**config.mk**
```make
export PLATFORM = sky130hd
export DESIGN_NAME = fwas_channel
export DESIGN_NICKNAME = d
export VERILOG_FILES = /design/src/hdl/assert_macros.svh /design/src/hdl/fwas_pkg.sv /design/src/hdl/fwas_channel.sv
export SDC_FILE = /design/constraint.sdc
export NUM_CORES = 2
export LEC_CHECK = 0
export ABC_AREA = 1
export BUFFER_PORTS_ARGS = -buffer_cell sky130_fd_sc_hd__buf_2
export CORE_ASPECT_RATIO = 0.9
export CORE_MARGIN = 3
export CORE_UTILIZATION = 30
export DETAILED_ROUTE_END_ITERATION = 7
export GPL_ROUTABILITY_DRIVEN = 0
export GPL_TIMING_DRIVEN = 1
export SLEW_MARGIN = 15
export SYNTH_ARGS = -nofsm -noshare
export SYNTH_HDL_FRONTEND = slang
export SYNTH_SLANG_ARGS = --single-unit
export TNS_END_PERCENT = 20
```
**constraint.sdc**
```tcl
create_clock -name vclk -period 9.4
set_input_delay 1.41 -clock vclk [all_inputs]
set_output_delay 1.41 -clock vclk [all_outputs]
set_load 0.01 [all_outputs]
```
**src/hdl/assert_macros.svh**
```systemverilog
// ---------------------------------------------------------------------------
// Assertion macros
// Shared concurrent assertion forms, sampled on clk and disabled in rst.
// ---------------------------------------------------------------------------
`ifndef ASSERT_MACROS_SVH
`define ASSERT_MACROS_SVH

// same-cycle implication
`define ASSERT_IMPLIES(label, ante, cons, msg) \
  label: assert property (@(posedge clk) disable iff (rst) (ante) |-> (cons)) \
    else $error(msg);

// next-cycle implication
`define ASSERT_NEXT(label, ante, cons, msg) \
  label: assert property (@(posedge clk) disable iff (rst) (ante) |=> (cons)) \
    else $error(msg);

`endif

```
**src/hdl/fwas_pkg.sv**
```systemverilog
// ---------------------------------------------------------------------------
// Scroller package
// Widths, codes, reset values and shared types of the four-way scroller.
// ---------------------------------------------------------------------------
package fwas_pkg;

  localparam int unsigned NUM_CHAN   = 4;
  localparam int unsigned SPEED_W    = 28;
  localparam int unsigned ACCEL_W    = 16;
  localparam int unsigned FRAC_W     = 16;
  localparam int unsigned TIME_W     = 16;
  localparam int unsigned MOVE_W     = 20;
  localparam int unsigned COUNT_W    = 3;
  localparam int unsigned DIR_W      = 2;
  localparam int unsigned REG_IDX_W  = 2;
  localparam int unsigned CFG_DATA_W = 28;
  localparam int unsigned TIME_DROP  = 8;
  localparam int unsigned ACC_SHIFT  = 14;
  localparam int unsigned PROD_W     = SPEED_W + TIME_W;

  localparam logic [SPEED_W-1:0] INITIAL_SPEED_RST = 28'h001_0000;
  localparam logic [ACCEL_W-1:0] ACCEL_RST         = 16'h4000;
  localparam logic [SPEED_W-1:0] MAX_SPEED_RST     = 28'h010_0000;

  typedef enum logic [0:0] {
    OP_TICK   = 1'b0,
    OP_CHANGE = 1'b1
  } op_t;

  typedef enum logic [REG_IDX_W-1:0] {
    REG_INITIAL_SPEED = 2'd0,
    REG_ACCEL         = 2'd1,
    REG_MAX_SPEED     = 2'd2
  } reg_idx_t;

  typedef struct packed {
    logic [SPEED_W-1:0] initial_speed;
    logic [ACCEL_W-1:0] acceleration_factor;
    logic [SPEED_W-1:0] max_speed;
  } cfg_t;

  typedef struct packed {
    logic [SPEED_W-1:0] speed;
    logic [FRAC_W-1:0]  fraction;
  } chan_state_t;

  typedef struct packed {
    op_t                operation;
    logic [DIR_W-1:0]   direction;
    logic               enable;
    logic [TIME_W-1:0]  time_step;
  } item_t;

endpackage

```
**src/hdl/fwas_channel.sv**
```systemverilog
// ---------------------------------------------------------------------------
// Scroller channel datapath
// Distance accumulation, whole-pixel move and capped speed scaling on a tick.
// ---------------------------------------------------------------------------
module fwas_channel (
  input  logic                           eligible,
  input  fwas_pkg::chan_state_t          cur,
  input  logic [fwas_pkg::TIME_W-1:0]    time_step,
  input  fwas_pkg::cfg_t                 regs,
  output fwas_pkg::chan_state_t          adv,
  output logic [fwas_pkg::MOVE_W-1:0]    move
);

  localparam int unsigned SUM_W    = fwas_pkg::PROD_W - fwas_pkg::TIME_DROP + 1;
  localparam int unsigned SCALED_W = fwas_pkg::PROD_W - fwas_pkg::ACC_SHIFT;

  logic [fwas_pkg::PROD_W-1:0] dist_prod;
  logic [fwas_pkg::PROD_W-1:0] acc_prod;
  logic [SUM_W-1:0]            sum;
  logic [SCALED_W-1:0]         scaled;

  assign dist_prod = fwas_pkg::PROD_W'(cur.speed) * fwas_pkg::PROD_W'(time_step);
  assign sum       = SUM_W'(dist_prod[fwas_pkg::PROD_W-1:fwas_pkg::TIME_DROP])
                   + SUM_W'(cur.fraction);
  assign acc_prod  = fwas_pkg::PROD_W'(cur.speed) * fwas_pkg::PROD_W'(regs.acceleration_factor);
  assign scaled    = acc_prod[fwas_pkg::PROD_W-1:fwas_pkg::ACC_SHIFT];

  always_comb begin
    adv.fraction = sum[fwas_pkg::FRAC_W-1:0];
    if (scaled > SCALED_W'(regs.max_speed)) begin
      adv.speed = regs.max_speed;
    end else begin
      adv.speed = scaled[fwas_pkg::SPEED_W-1:0];
    end
    move = eligible ? sum[fwas_pkg::FRAC_W +: fwas_pkg::MOVE_W] : '0;
  end

endmodule

```
==> run_results.csv <==
group,metric,value,unit
floorplan,vertical_die_dimension,319,µm
detailed_routing,detail_route.vias_per_cell,4.49,
logic_synthesis,synth.lib_cells_used.distinct,47,
grt,wire_length_of_the_first_global_routing_pass,156000,µm
sta,rsz0062_at_grt,"true",
detailed_routing,drt-wirelength-per-cell,14.2,µm
setup_path,slowest_stage_cell_cp,"sky130_fd_sc_hd__fa_2",
sta,worst_slack,-423,ps
sta,setup-violations-final,45,
layout,stdcell_area,0.0406,mm²
detailed_routing,final_antenna_violating_net_count,0,
setup_path,timing.critical_path.max_delay_family,"adder cells",
grt,grt_met2_usage,0.282,
setup_path,cp.required,7990,ps
detailed_routing,drt_iter0_drc,1743,
layout,design.final.nets,6225,
layout,syn_to_final_growth,24.6,%
layout,design.seq.count,0,
outcome,outcome,"finished, violations left",
floorplan,design.die.area,0.113,mm²
floorplan,die_x,353,µm
sta,hold-worst-slack,3110,ps
place,dp.final_hpwl,81700,µm
grt,grt.met3_usage,0.0129,
grt,first_global_vias,30500,
sta,worst_slew_pin_slew,585,ps
floorplan,core_area,0.108,mm²
grt,groute.layer.met1.usage,0.242,
sta,fin_crit_share,1.05,
place,io_buffer_count,169,
worst_hold_path,worstHoldPathType,"in -> out",
setup_path,worstPathBufferInverterCount,13,
logic_synthesis,yosys_warns,0,
grt,grt_overflow_total,0,
grt,number_of_antenna_violations_at_the_first_check_in_global_routing,9,
sta,maxSlewHeadroom,0.610,
layout,final-seq-area,0,µm²
job,maxCapViolCount,0,
floorplan,io-pin-count,197,
logic_synthesis,post_synth_instance_area,0.0326,mm²
detailed_routing,drtPass1Iterations,6,
setup_path,cp.arrival,8410,ps
setup_path,startpoint_class,"input port",
logic_synthesis,syn-mean-instance-area,7.15,µm²
sta,maxSlewViolCount,0,
sta,timing.fmax,102,MHz
detailed_routing,postRouteWirelength,93300,µm
setup_path,timing.critical_path.slowest_cell_delay,600,ps
layout,layout-drive-gt1-share,0.197,
setup_path,timing.setup.critical_path_class,"in -> out",
setup_path,timing.critical_path.to_type,"primary output",
detailed_routing,vias,29400,
grt,globalRoute.busiestLayer,"met2",
detailed_routing,drt_drc_violations_left,0,
grt,pin_count_of_the_biggest_net_entering_global_routing,29,
layout,n_clock_buffer,0,
outcome,violations_in_the_final_reports,"negative setup slack",
grt,grtUsageTotal,0.167,
logic_synthesis,syn-instance-count,4553,
place,placed_area,0.0385,mm²
logic_synthesis,mappedNetlistNets,5679,
logic_synthesis,yosysSeqAreaShare,0,
sta,finalCriticalPeriod,9820,ps
setup_path,largest_fanout_of_any_net_on_the_critical_path,8,
logic_synthesis,synth.top_cells.by_area,"sky130_fd_sc_hd__fa_1 44%, sky130_fd_sc_hd__inv_1 15%, sky130_fd_sc_hd__nand2_1 15%, sky130_fd_sc_hd__ha_1 10%, sky130_fd_sc_hd__a21oi_1 2.0%",
logic_synthesis,synthDominantCellAreaShare,0.444,
cts,postCtsHoldBufs,0,
floorplan,initial_utilization,0.303,
logic_synthesis,post-synth-top-area-cell,"sky130_fd_sc_hd__fa_1",
floorplan,placement_rows,114,
sta,final-hold-violation-count,0,
[cell families after synthesis]
| logic type | share of synthesized area |
|---|---|
| AND/OR/NAND/NOR | 0.207 |
| buffers and inverters | 0.178 |
| adder cells (fa/ha/maj) | 0.548 |
| AO/OA/AOI/OAI | 0.0502 |
| XOR/XNOR | 0.0169 |
[path summary, 6_finish.rpt]
check / from / endpoint / slack, ps / depth (start not counted)
setup / recovery: regs[33] / adv[24] / -420 / 40
hold / removal: regs[21] / adv[37] / 3110 / 4
[repair_timing]
item,CTS,global route
pin swaps,64,68
setup buffers,31,17
setup endpoints to repair,55,56
resized for setup,263,150
gates cloned,5,3
[metal layers]
layer	vias to the layer above	part of all wire
met3	77	0.056
met2	737	0.47
li1	14100	-
met1	14500	0.46
met5	-	0.00046
met4	6	0.011
[metrics by stage]
step	cells	util	TNS [ps]	worst slack [ps]
5_1_grt	6548	0.377	-32780	-765
4_1_cts	6531	0.371	-16620	-483
2_1_floorplan	4553	-	0	7.17
3_3_place_gp	6495	0.358	-34230	-834
6_report	6552	0.377	-13510	-423
3_5_place_dp	6495	0.358	-34360	-803
[cells in the final DEF, fill, tap and decap left out, drive strengths merged, types with 4 or more instances in the layout]
master,Yosys,final
a21o,8,8
a21oi,135,135
a31oi,12,12
buf,61,724
clkbuf,127,7
diode,0,5
fa,723,723
ha,270,270
inv,1340,1340
nand2,1351,1351
nand3,81,81
nand3b,7,7
nand4,25,25
nor2,185,185
nor3,14,14
nor4,7,7
o2111ai,5,5
o211ai,4,4
o21a,10,10
o21ai,94,94
o21bai,11,11
xnor2,18,18
xor2,45,45
[area by class of cell]
type	instances	area (µm²)
timing repair buffer	732	5890
antenna	5	12.5
inverter	1341	5040
fill	11200	67000
tap	1450	1810
multi-input combinational	3024	27800
[Yosys cell counts (2+ instances only)]
cell and instances:
sky130_fd_sc_hd__o221ai_1 2, sky130_fd_sc_hd__o21a_1 10, sky130_fd_sc_hd__buf_4 6, sky130_fd_sc_hd__nand3b_1 7, sky130_fd_sc_hd__inv_1 1335, sky130_fd_sc_hd__nor3_1 13
sky130_fd_sc_hd__nor2_2 15, sky130_fd_sc_hd__buf_1 50, sky130_fd_sc_hd__a221oi_1 3, sky130_fd_sc_hd__a211oi_1 2, sky130_fd_sc_hd__o2111ai_1 5, sky130_fd_sc_hd__a21oi_1 131
sky130_fd_sc_hd__o21ai_2 3, sky130_fd_sc_hd__nand4_1 25, sky130_fd_sc_hd__ha_1 270, sky130_fd_sc_hd__buf_6 3, sky130_fd_sc_hd__and3_1 3, sky130_fd_sc_hd__xnor2_1 18
sky130_fd_sc_hd__a21o_1 8, sky130_fd_sc_hd__nor2_1 164, sky130_fd_sc_hd__xor2_1 45, sky130_fd_sc_hd__inv_2 5, sky130_fd_sc_hd__nand3_1 72, sky130_fd_sc_hd__nand2_1 1331
sky130_fd_sc_hd__fa_1 723, sky130_fd_sc_hd__nor4_1 7, sky130_fd_sc_hd__o21ai_1 18, sky130_fd_sc_hd__nor2_4 5, sky130_fd_sc_hd__and2_1 3, sky130_fd_sc_hd__a31oi_1 12
sky130_fd_sc_hd__buf_2 2, sky130_fd_sc_hd__nand3_2 8, sky130_fd_sc_hd__o211ai_1 4, sky130_fd_sc_hd__o21ai_0 73, sky130_fd_sc_hd__clkbuf_1 127, sky130_fd_sc_hd__a21boi_0 3
sky130_fd_sc_hd__o21bai_1 11, sky130_fd_sc_hd__nand2_2 19, sky130_fd_sc_hd__a21oi_2 4
Power is left out: the tool's default activity adds up to more than one toggle a clock period on the data nets, which glitch-free logic cannot reach.
