--- src/hdl/assert_macros.svh ---
// ---------------------------------------------------------------------------
// Assertion macros
// Shared concurrent assertion forms, sampled on clk and disabled in rst.
// ---------------------------------------------------------------------------
`ifndef ASSERT_MACROS_SVH
`define ASSERT_MACROS_SVH

// same-cycle implication
`define ASSERT_IMPLIES(label, ante, cons, msg) \
  label: assert property (@(posedge clk) disable iff (rst) (ante) |-> (cons)) \
    else $error(msg);

// next-cycle implication
`define ASSERT_NEXT(label, ante, cons, msg) \
  label: assert property (@(posedge clk) disable iff (rst) (ante) |=> (cons)) \
    else $error(msg);

`endif

--- src/hdl/fwas_pkg.sv ---
// ---------------------------------------------------------------------------
// Scroller package
// Widths, codes, reset values and shared types of the four-way scroller.
// ---------------------------------------------------------------------------
package fwas_pkg;

  localparam int unsigned NUM_CHAN   = 4;
  localparam int unsigned SPEED_W    = 28;
  localparam int unsigned ACCEL_W    = 16;
  localparam int unsigned FRAC_W     = 16;
  localparam int unsigned TIME_W     = 16;
  localparam int unsigned MOVE_W     = 20;
  localparam int unsigned COUNT_W    = 3;
  localparam int unsigned DIR_W      = 2;
  localparam int unsigned REG_IDX_W  = 2;
  localparam int unsigned CFG_DATA_W = 28;
  localparam int unsigned TIME_DROP  = 8;
  localparam int unsigned ACC_SHIFT  = 14;
  localparam int unsigned PROD_W     = SPEED_W + TIME_W;

  localparam logic [SPEED_W-1:0] INITIAL_SPEED_RST = 28'h001_0000;
  localparam logic [ACCEL_W-1:0] ACCEL_RST         = 16'h4000;
  localparam logic [SPEED_W-1:0] MAX_SPEED_RST     = 28'h010_0000;

  typedef enum logic [0:0] {
    OP_TICK   = 1'b0,
    OP_CHANGE = 1'b1
  } op_t;

  typedef enum logic [REG_IDX_W-1:0] {
    REG_INITIAL_SPEED = 2'd0,
    REG_ACCEL         = 2'd1,
    REG_MAX_SPEED     = 2'd2
  } reg_idx_t;

  typedef struct packed {
    logic [SPEED_W-1:0] initial_speed;
    logic [ACCEL_W-1:0] acceleration_factor;
    logic [SPEED_W-1:0] max_speed;
  } cfg_t;

  typedef struct packed {
    logic [SPEED_W-1:0] speed;
    logic [FRAC_W-1:0]  fraction;
  } chan_state_t;

  typedef struct packed {
    op_t                operation;
    logic [DIR_W-1:0]   direction;
    logic               enable;
    logic [TIME_W-1:0]  time_step;
  } item_t;

endpackage

--- src/hdl/fwas_ifs.sv ---


interface fwas_cfg_if;
  logic                             valid;
  logic                             ready;
  logic [fwas_pkg::REG_IDX_W-1:0]   index;
  logic [fwas_pkg::CFG_DATA_W-1:0]  data;

  modport source (output valid, index, data, input ready);
  modport sink   (input valid, index, data, output ready);
endinterface

--- src/hdl/fwas_regs.sv ---
// ---------------------------------------------------------------------------
// Scroller configuration registers
// Initial speed, acceleration factor and speed ceiling, written by index.
// ---------------------------------------------------------------------------
module fwas_regs (
  input  logic           clk,
  input  logic           rst,
  fwas_cfg_if.sink       cfg,
  output fwas_pkg::cfg_t regs
);

  assign cfg.ready = 1'b1;

  always_ff @(posedge clk) begin
    if (rst) begin
      regs.initial_speed       <= fwas_pkg::INITIAL_SPEED_RST;
      regs.acceleration_factor <= fwas_pkg::ACCEL_RST;
      regs.max_speed           <= fwas_pkg::MAX_SPEED_RST;
    end else if (cfg.valid && cfg.ready) begin
      unique case (cfg.index)
        fwas_pkg::REG_INITIAL_SPEED: begin
          regs.initial_speed <= cfg.data[fwas_pkg::SPEED_W-1:0];
        end
        fwas_pkg::REG_ACCEL: begin
          regs.acceleration_factor <= cfg.data[fwas_pkg::ACCEL_W-1:0];
        end
        fwas_pkg::REG_MAX_SPEED: begin
          regs.max_speed <= cfg.data[fwas_pkg::SPEED_W-1:0];
        end
        default: begin
        end
      endcase
    end
  end

endmodule

--- src/flat_wrapper.sv ---
// flat-port wrapper written by rule: the top's interface ports become plain ports
module fwas_regs_flat 
  (clk, rst, regs, cfg_valid, cfg_index, cfg_data, cfg_ready);
  fwas_cfg_if cfg_i ();
  input  logic clk;
  input  logic rst;
  output fwas_pkg::cfg_t regs;
  input wire logic [$bits(cfg_i.valid)-1:0] cfg_valid;
  input wire logic [$bits(cfg_i.index)-1:0] cfg_index;
  input wire logic [$bits(cfg_i.data)-1:0] cfg_data;
  output wire logic [$bits(cfg_i.ready)-1:0] cfg_ready;
  assign cfg_i.valid = cfg_valid;
  assign cfg_i.index = cfg_index;
  assign cfg_i.data = cfg_data;
  assign cfg_ready = cfg_i.ready;
  fwas_regs u_core (.clk(clk), .rst(rst), .cfg(cfg_i), .regs(regs));
endmodule
--- config.mk ---
export PLATFORM = sky130hd
export DESIGN_NAME = fwas_regs_flat
export DESIGN_NICKNAME = d
export VERILOG_FILES = /design/src/hdl/assert_macros.svh /design/src/hdl/fwas_pkg.sv /design/src/hdl/fwas_ifs.sv /design/src/hdl/fwas_regs.sv /design/src/flat_wrapper.sv
export SDC_FILE = /design/constraint.sdc
export NUM_CORES = 1
export LEC_CHECK = 0
export BUFFER_PORTS_ARGS = -buffer_cell sky130_fd_sc_hd__buf_2
export CORE_AREA = 2 2 95 97
export CTS_BUF_LIST = sky130_fd_sc_hd__clkbuf_16
export DETAILED_ROUTE_END_ITERATION = 8
export DIE_AREA = 0 0 97 99
export SLEW_MARGIN = 0
export SYNTH_ARGS = -nofsm -noshare
export SYNTH_HDL_FRONTEND = slang
export SYNTH_SLANG_ARGS = --single-unit
--- constraint.sdc ---
create_clock -name clk -period 2.3 [get_ports clk]
set_input_delay 0 -clock clk [delete_from_list [all_inputs] [get_ports clk]]
set_output_delay 0 -clock clk [all_outputs]
set_load 0.01 [all_outputs]
==> results.py, run 1 <==
metrics = {
    "run_status": {
        "status": "finished, final reports clean",
    },
    "clocking": {
        "cts_buffers": 9,
        "path_clk_slew_ns": 0.05,
        "postCtsSetupBuffers": 0,
        "h-tree-depth": 3,
        "tritoncts": "built",
        "root_buffer": "clkbuf_16",
        "cts.path.max_buffers": 2,
        "clock_latency_ns": 0.32,
        "clock_sinks": 72,
    },
    "cells_and_area": {
        "antennaDiodeCount": 0,
        "final_common_cell": "buf_2",
        "syn2layout_area_growth_pct": 39.1,
        "fill_cells": 781,
        "stdcell_count": 512,
        "final_cell_mix": "104 x buf_2, 97 x nand2b_1, 72 x mux2i_1, 72 x dfxtp_1, 27 x dlygate4sd3_1",
        "nNetsFinal": 432,
        "largest_reg_flops": 72,
        "postLayoutCellArea_um2": 4090,
        "reg_top3": "u_core.regs x72",
        "largest-register": "u_core.regs",
        "drive_gt1_share_pct": 30.4,
    },
    "worst_hold_path": {
        "hold_class": "in -> reg",
    },
    "setup_path": {
        "cp.required_ns": 2.48,
        "worstPathArrival_ns": 1.09,
        "startpoint_type": "primary input",
        "critical_path_class": "in -> reg",
        "critPathMaxFanout": 54,
        "cp-end-kind": "register",
    },
    "route": {
        "post_drt_wl_per_cell_um": 12.8,
        "ant_nets": 0,
        "drc": 0,
        "drt_iter0_drc": 60,
        "drt-total-wl_mm": 6.55,
        "drt_pass1_iterations": 6,
        "vias": 2217,
        "via_per_inst": 4.33,
    },
    "sta": {
        "fin_crit_ns": 0.915,
        "final.setup_skew_ns": 0,
        "grt_setup_unrepaired": "false",
        "setup_tns_ns": 0,
        "finalMaxSlewViolations": 0,
        "clock.fmax_ghz": 1.09,
        "setup_viol": 0,
        "hold_viol": 0,
        "maxSlewHeadroom_pct": 51.1,
        "worst_slew_pin_slew_ns": 0.733,
        "fin_crit_sh_pct": 39.8,
    },
    "power": {
        "power.total_uw": 2930,
        "p_per_area_nw_per_um2": 717,
        "leakage_uw": 0.00202,
        "ir_drop_v": 0.000382,
    },
    "floorplan": {
        "die-area_um2": 9600,
        "rows": 34,
        "initial_core_util_pct": 34.4,
        "core_region_area_um2": 8550,
        "ioPinCount": 106,
        "die_w_um": 97,
        "die_h_um": 99,
    },
    "synth": {
        "synthCells": 274,
        "ys_seq_area_share_pct": 49.0,
        "ys_ff_latch": 72,
        "syn_area_um2": 2940,
        "synth.avg_cell_area_um2": 10.7,
        "ys_types": 13,
        "yosysWarnings": 0,
        "syn_nets": 307,
    },
    "global_route": {
        "track_usage_pct": 14.1,
        "grt_pass1_wl_mm": 10.8,
        "grt_pass1_vias": 2268,
        "overflow": 0,
        "grt_max_degree": 55,
        "antenna_found_initial": 0,
    },
    "place": {
        "dp_cells": 469,
        "hpwlAfterDp_mm": 4.37,
        "port_buffers": 104,
        "placed_area_um2": 3530,
        "routabilityCongestion": 0.702,
    },
    "flow_run": {
        "max-cap-violations": 0,
    },
}
[synth_stat cells]
library cell,number,area share [%]
buf_6,2,0.77
buf_4,2,0.51
nand2b_1,97,21
nand3b_1,2,0.51
mux2i_1,72,24
and3b_1,1,0.30
buf_2,5,0.85
clkbuf_1,12,1.5
conb_1,1,0.13
nor2_1,6,0.77
or3b_1,1,0.30
dfxtp_1,72,49
nor3b_1,1,0.26
[final cells by class]
| cell class | instances | area, um2 | area share (%) |
|---|---|---|---|
| Sequential cell | 72 | 1440 | 35.2 |
| Multi-Input combinational cell | 181 | 1400 | 34.1 |
| Clock inverter | 7 | 63.8 | 1.56 |
| Timing Repair Buffer | 135 | 833 | 20.4 |
| Clock buffer | 9 | 225 | 5.50 |
| Tap cell | 108 | 135 | 3.30 |
[critical path, stage by stage]
cell      delay, ns
buf_2          0.52
buf_12         0.27
nand2b_1       0.18
mux2i_1        0.09
[worst paths after layout]
path / start / endpoint / slack [ns] / cells after the start
worst max register to register: u_core.regs[60] / u_core.regs[60] / 1.66 / 2
worst min-delay path: cfg_data[13] / u_core.regs[41] / 0.01 / 3
worst min register to register: u_core.regs[0] / u_core.regs[0] / 0.47 / 2
worst max-delay path: rst / u_core.regs[15] / 1.39 / 4
[cell families (layout without fill, tap and decap cells)]
| group | after synthesis | count (layout) | synth area share (%) |
|---|---|---|---|
| AND/OR/NAND/NOR | 108 | 108 | 22.7 |
| multiplexers | 72 | 72 | 24.5 |
| flip-flops | 72 | 72 | 49.0 |
| buffers and inverters | 21 | 151 | 3.66 |
| other | 1 | 1 | 0.127 |
[repair_timing]
item | 4_1_cts | 5_1_grt
endpoints found under the hold margin | 53 | 0
gates resized for setup | 0 | 0
hold buffers | 27 | 0
[layer usage]
| layer | part of all wire (%) | vias up | global-route usage [%] |
|---|---|---|---|
| met1 | 49 | 999 | 18.3 |
| met4 | 0.99 | 0 | 5.85 |
| met2 | 44 | 64 | 21.3 |
| met3 | 6.2 | 6 | 4.96 |
| li1 | - | 1148 | - |
| met5 | 0 | - | 0 |
[where the power goes]
part	total (uW)	switching, uW	leakage, uW	internal [uW]
Combinational	287	132	0.00129	155
Clock	1330	503	0.000144	829
Sequential	1320	23.0	0.000585	1290
[through the flow]
stage	hold WS (ns)	utilization [%]	setup slack [ns]
floorplan	0.155	-	1.45
global placement	0.277	41.3	1.08
detailed placement	0.284	41.3	1.05
CTS	0.00303	47.9	1.39
global route	0.0377	47.9	1.24
finish	0.0113	47.9	1.39
No activity file was read; power rests on OpenSTA's default activity.
==> run 2, diff against run 1 <==
--- a/config.mk
+++ b/config.mk
@@ -5,11 +5,12 @@
 export SDC_FILE = /design/constraint.sdc
 export NUM_CORES = 1
 export LEC_CHECK = 0
+export ABC_AREA = 1
 export BUFFER_PORTS_ARGS = -buffer_cell sky130_fd_sc_hd__buf_2
-export CORE_AREA = 2 2 95 97
+export CORE_AREA = 2 2 97 99
 export CTS_BUF_LIST = sky130_fd_sc_hd__clkbuf_16
 export DETAILED_ROUTE_END_ITERATION = 8
-export DIE_AREA = 0 0 97 99
+export DIE_AREA = 0 0 99 101
 export SLEW_MARGIN = 0
 export SYNTH_ARGS = -nofsm -noshare
 export SYNTH_HDL_FRONTEND = slang
==> constraint.sdc (replaced) <==
create_clock -name clk -period 0.9 [get_ports clk]
set_input_delay 0 -clock clk [delete_from_list [all_inputs] [get_ports clk]]
set_output_delay 0 -clock clk [all_outputs]
set_load 0.01 [all_outputs]
==> results.py, run 2 <==
metrics = {
    "setup_path": {
        "cp-end-kind": "output pin",
        "startpoint_type": "register",
        "crit_cells": 1,
        "path_buf_inv": 1,
        "r2r_start": "u_core.regs[40]",
        "cp_slowest_cell": "dfxtp_1",
        "worstReg2RegEnd": "u_core.regs[40]",
        "critPathMaxFanout": 2,
        "cp_slowest_stage_delay_ns": 0.34,
        "worstPathArrival_ns": 0.82,
        "rrSetupSlack_ns": 0.26,
        "worstSetupEndpoint": "regs[60]",
        "reg2reg_depth": 4,
        "cp.required_ns": 0.90,
        "path_cells": "buf_2",
        "crit_start": "u_core.regs[60]",
        "critical_path_class": "reg -> out",
        "path_delay_family": "flip-flops",
    },
    "run_status": {
        "status": "finished, final reports clean",
    },
    "power": {
        "ir_drop_v": 0.000694,
        "leakage_uw": 0.00239,
        "p_per_area_nw_per_um2": 1760,
        "power.total_uw": 7480,
    },
    "global_route": {
        "antenna_found_initial": 0,
        "grt_pass1_wl_mm": 12.7,
        "overflow": 0,
        "grt_max_degree": 59,
        "grt_pass1_vias": 2851,
        "track_usage_pct": 15.8,
    },
    "cells_and_area": {
        "seq_area_um2": 1440,
        "final_common_cell": "nand2_1",
        "fill_cells": 911,
        "drive_gt1_share_pct": 21.4,
        "nNetsFinal": 620,
        "reg_top3": "u_core.regs x72",
        "largest-register": "u_core.regs",
        "multi_input_area_um2": 1190,
        "final_cell_mix": "115 x nand2_1, 111 x nor2_1, 104 x buf_2",
        "antennaDiodeCount": 0,
        "syn2layout_area_growth_pct": 38.8,
        "largest_reg_flops": 72,
    },
    "sta": {
        "fin_crit_ns": 0.815,
        "setup_tns_ns": 0,
        "final.setup_skew_ns": 0,
        "worst_slack_ns": 0.0846,
        "fin_crit_sh_pct": 90.6,
        "hold_viol": 0,
        "clock.fmax_ghz": 1.23,
        "grt_setup_unrepaired": "false",
        "setup_viol": 0,
        "hold-worst-slack_ns": 0.0269,
        "finalMaxSlewViolations": 0,
    },
    "route": {
        "vias": 3010,
        "post_drt_wl_per_cell_um": 11.1,
        "drt_pass1_iterations": 4,
        "drt_iter0_drc": 79,
        "drt-total-wl_mm": 7.78,
        "ant_nets": 0,
        "drc": 0,
        "via_per_inst": 4.30,
    },
    "synth": {
        "synth.area.top_cells": "dfxtp_1 47%, nand2_1 14%, nor2_1 14%, inv_1 8.7%, nand3_1 5.2%",
        "syn_area_um2": 3070,
        "synth_ff_type": "dfxtp_1",
        "yosysTopAreaCellShare_pct": 47.0,
        "ys_seq_area_share_pct": 47.0,
        "ys_ff_latch": 72,
        "yosysMostFrequentCell": "nand2_1",
        "ys_async_sr_fraction_pct": 0,
        "syn_nets": 496,
        "yosysWarnings": 0,
        "ys_types": 15,
        "yosysTopAreaCell": "dfxtp_1",
        "synth_common_cells": "115 x nand2_1, 112 x nor2_1, 72 x dfxtp_1",
        "synthCells": 463,
        "synth.avg_cell_area_um2": 6.62,
        "synth_edf_count": 0,
    },
    "clocking": {
        "tritoncts": "built",
        "cts.path.max_buffers": 2,
        "path_clk_slew_ns": 0.05,
        "clock_latency_ns": 0.32,
        "h-tree-depth": 3,
        "cts_buffers": 9,
        "clock_sinks": 72,
        "root_buffer": "clkbuf_16",
    },
    "floorplan": {
        "rows": 35,
        "core_region_area_um2": 8980,
        "ioPinCount": 106,
        "die-area_um2": 10000,
        "die_w_um": 99,
        "die_h_um": 101,
        "initial_core_util_pct": 34.2,
    },
    "flow_run": {
        "max-cap-violations": 0,
    },
    "place": {
        "hpwlAfterDp_mm": 5.15,
        "place_ws_ns": 0.0480,
        "routabilityCongestion": 0.737,
        "port_buffers": 104,
    },
    "worst_hold_path": {
        "hold_start": "cfg_index[0]",
        "hold_class": "in -> reg",
    },
}
-- run 2: cell types whose count changed in the layout (fill, tap and decap cells not counted), moves of 2 or more --
cell	previous run	this run
nand3b_1	2	0
clkinv_1	1	4
nor2_1	6	111
inv_1	1	71
nand2_1	0	115
clkinv_2	2	0
nand2b_1	97	0
nand4_1	0	2
mux2i_1	72	0
a21oi_1	0	27
nand3_1	0	32
buf_12	1	8
-- run 2: cell families (layout without fill, tap and decap cells) --
| logic type | Yosys count | in the layout | share of synthesized area [%] |
|---|---|---|---|
| buffers and inverters | 101 | 227 | 14.5 |
| other | 1 | 1 | 0.122 |
| flip-flops | 72 | 72 | 47.0 |
| AO/OA/AOI/OAI | 27 | 27 | 4.41 |
| AND/OR/NAND/NOR | 262 | 262 | 34.0 |
-- run 2: metrics by stage --
| stage | cell area, um2 | std cells | util, % |
|---|---|---|---|
| 2_1_floorplan | 3070 | 463 | - |
| 3_3_place_gp | 3730 | 659 | 41.6 |
| 3_5_place_dp | 3730 | 659 | 41.6 |
| 4_1_cts | 4260 | 700 | 47.4 |
| 5_1_grt | 4260 | 700 | 47.4 |
| 6_report | 4260 | 700 | 47.4 |
-- run 2: worst min-delay path by stage --
| stage | to | cells after the start |
|---|---|---|
| 6_report | u_core.regs[42] | 3 |
| 5_1_grt | u_core.regs[42] | 3 |
| 4_1_cts | u_core.regs[42] | 3 |
| 3_5_place_dp | u_core.regs[21] | 3 |
| 3_3_place_gp | u_core.regs[21] | 3 |
| 2_1_floorplan | u_core.regs[21] | 2 |
-- run 2: cell type report --
| cell class | count | share of cell area, % |
|---|---|---|
| Clock buffer | 9 | 5.29 |
| Clock inverter | 4 | 0.353 |
| Inverter | 72 | 6.35 |
| Sequential cell | 72 | 33.9 |
| Multi-Input combinational cell | 290 | 27.9 |
| Timing Repair Buffer | 142 | 22.9 |
| Tap cell | 111 | 3.26 |
-- run 2: power by group --
group          leakage, uW  switching [uW]  internal [uW]
Combinational      0.00169             596            473
Clock             0.000117            1200           1780
Sequential        0.000589            80.6           3360
Total              0.00239            1870           5610
-- run 2: repair_timing --
action | 4_1_cts | 5_1_grt
hold buffers | 28 | 0
setup buffers | 0 | 0
gates resized for setup | 0 | 0
hold endpoints to repair | 46 | 0
-- run 2: routing by layer --
metal | global-route usage (%) | routed length, um | up-vias
met1 | 17.7 | 3450 | 1331
met2 | 27.4 | 3760 | 62
met4 | 6.11 | 91 | 0
met5 | 0 | 0 | -
met3 | 5.83 | 482 | 10
li1 | - | - | 1607
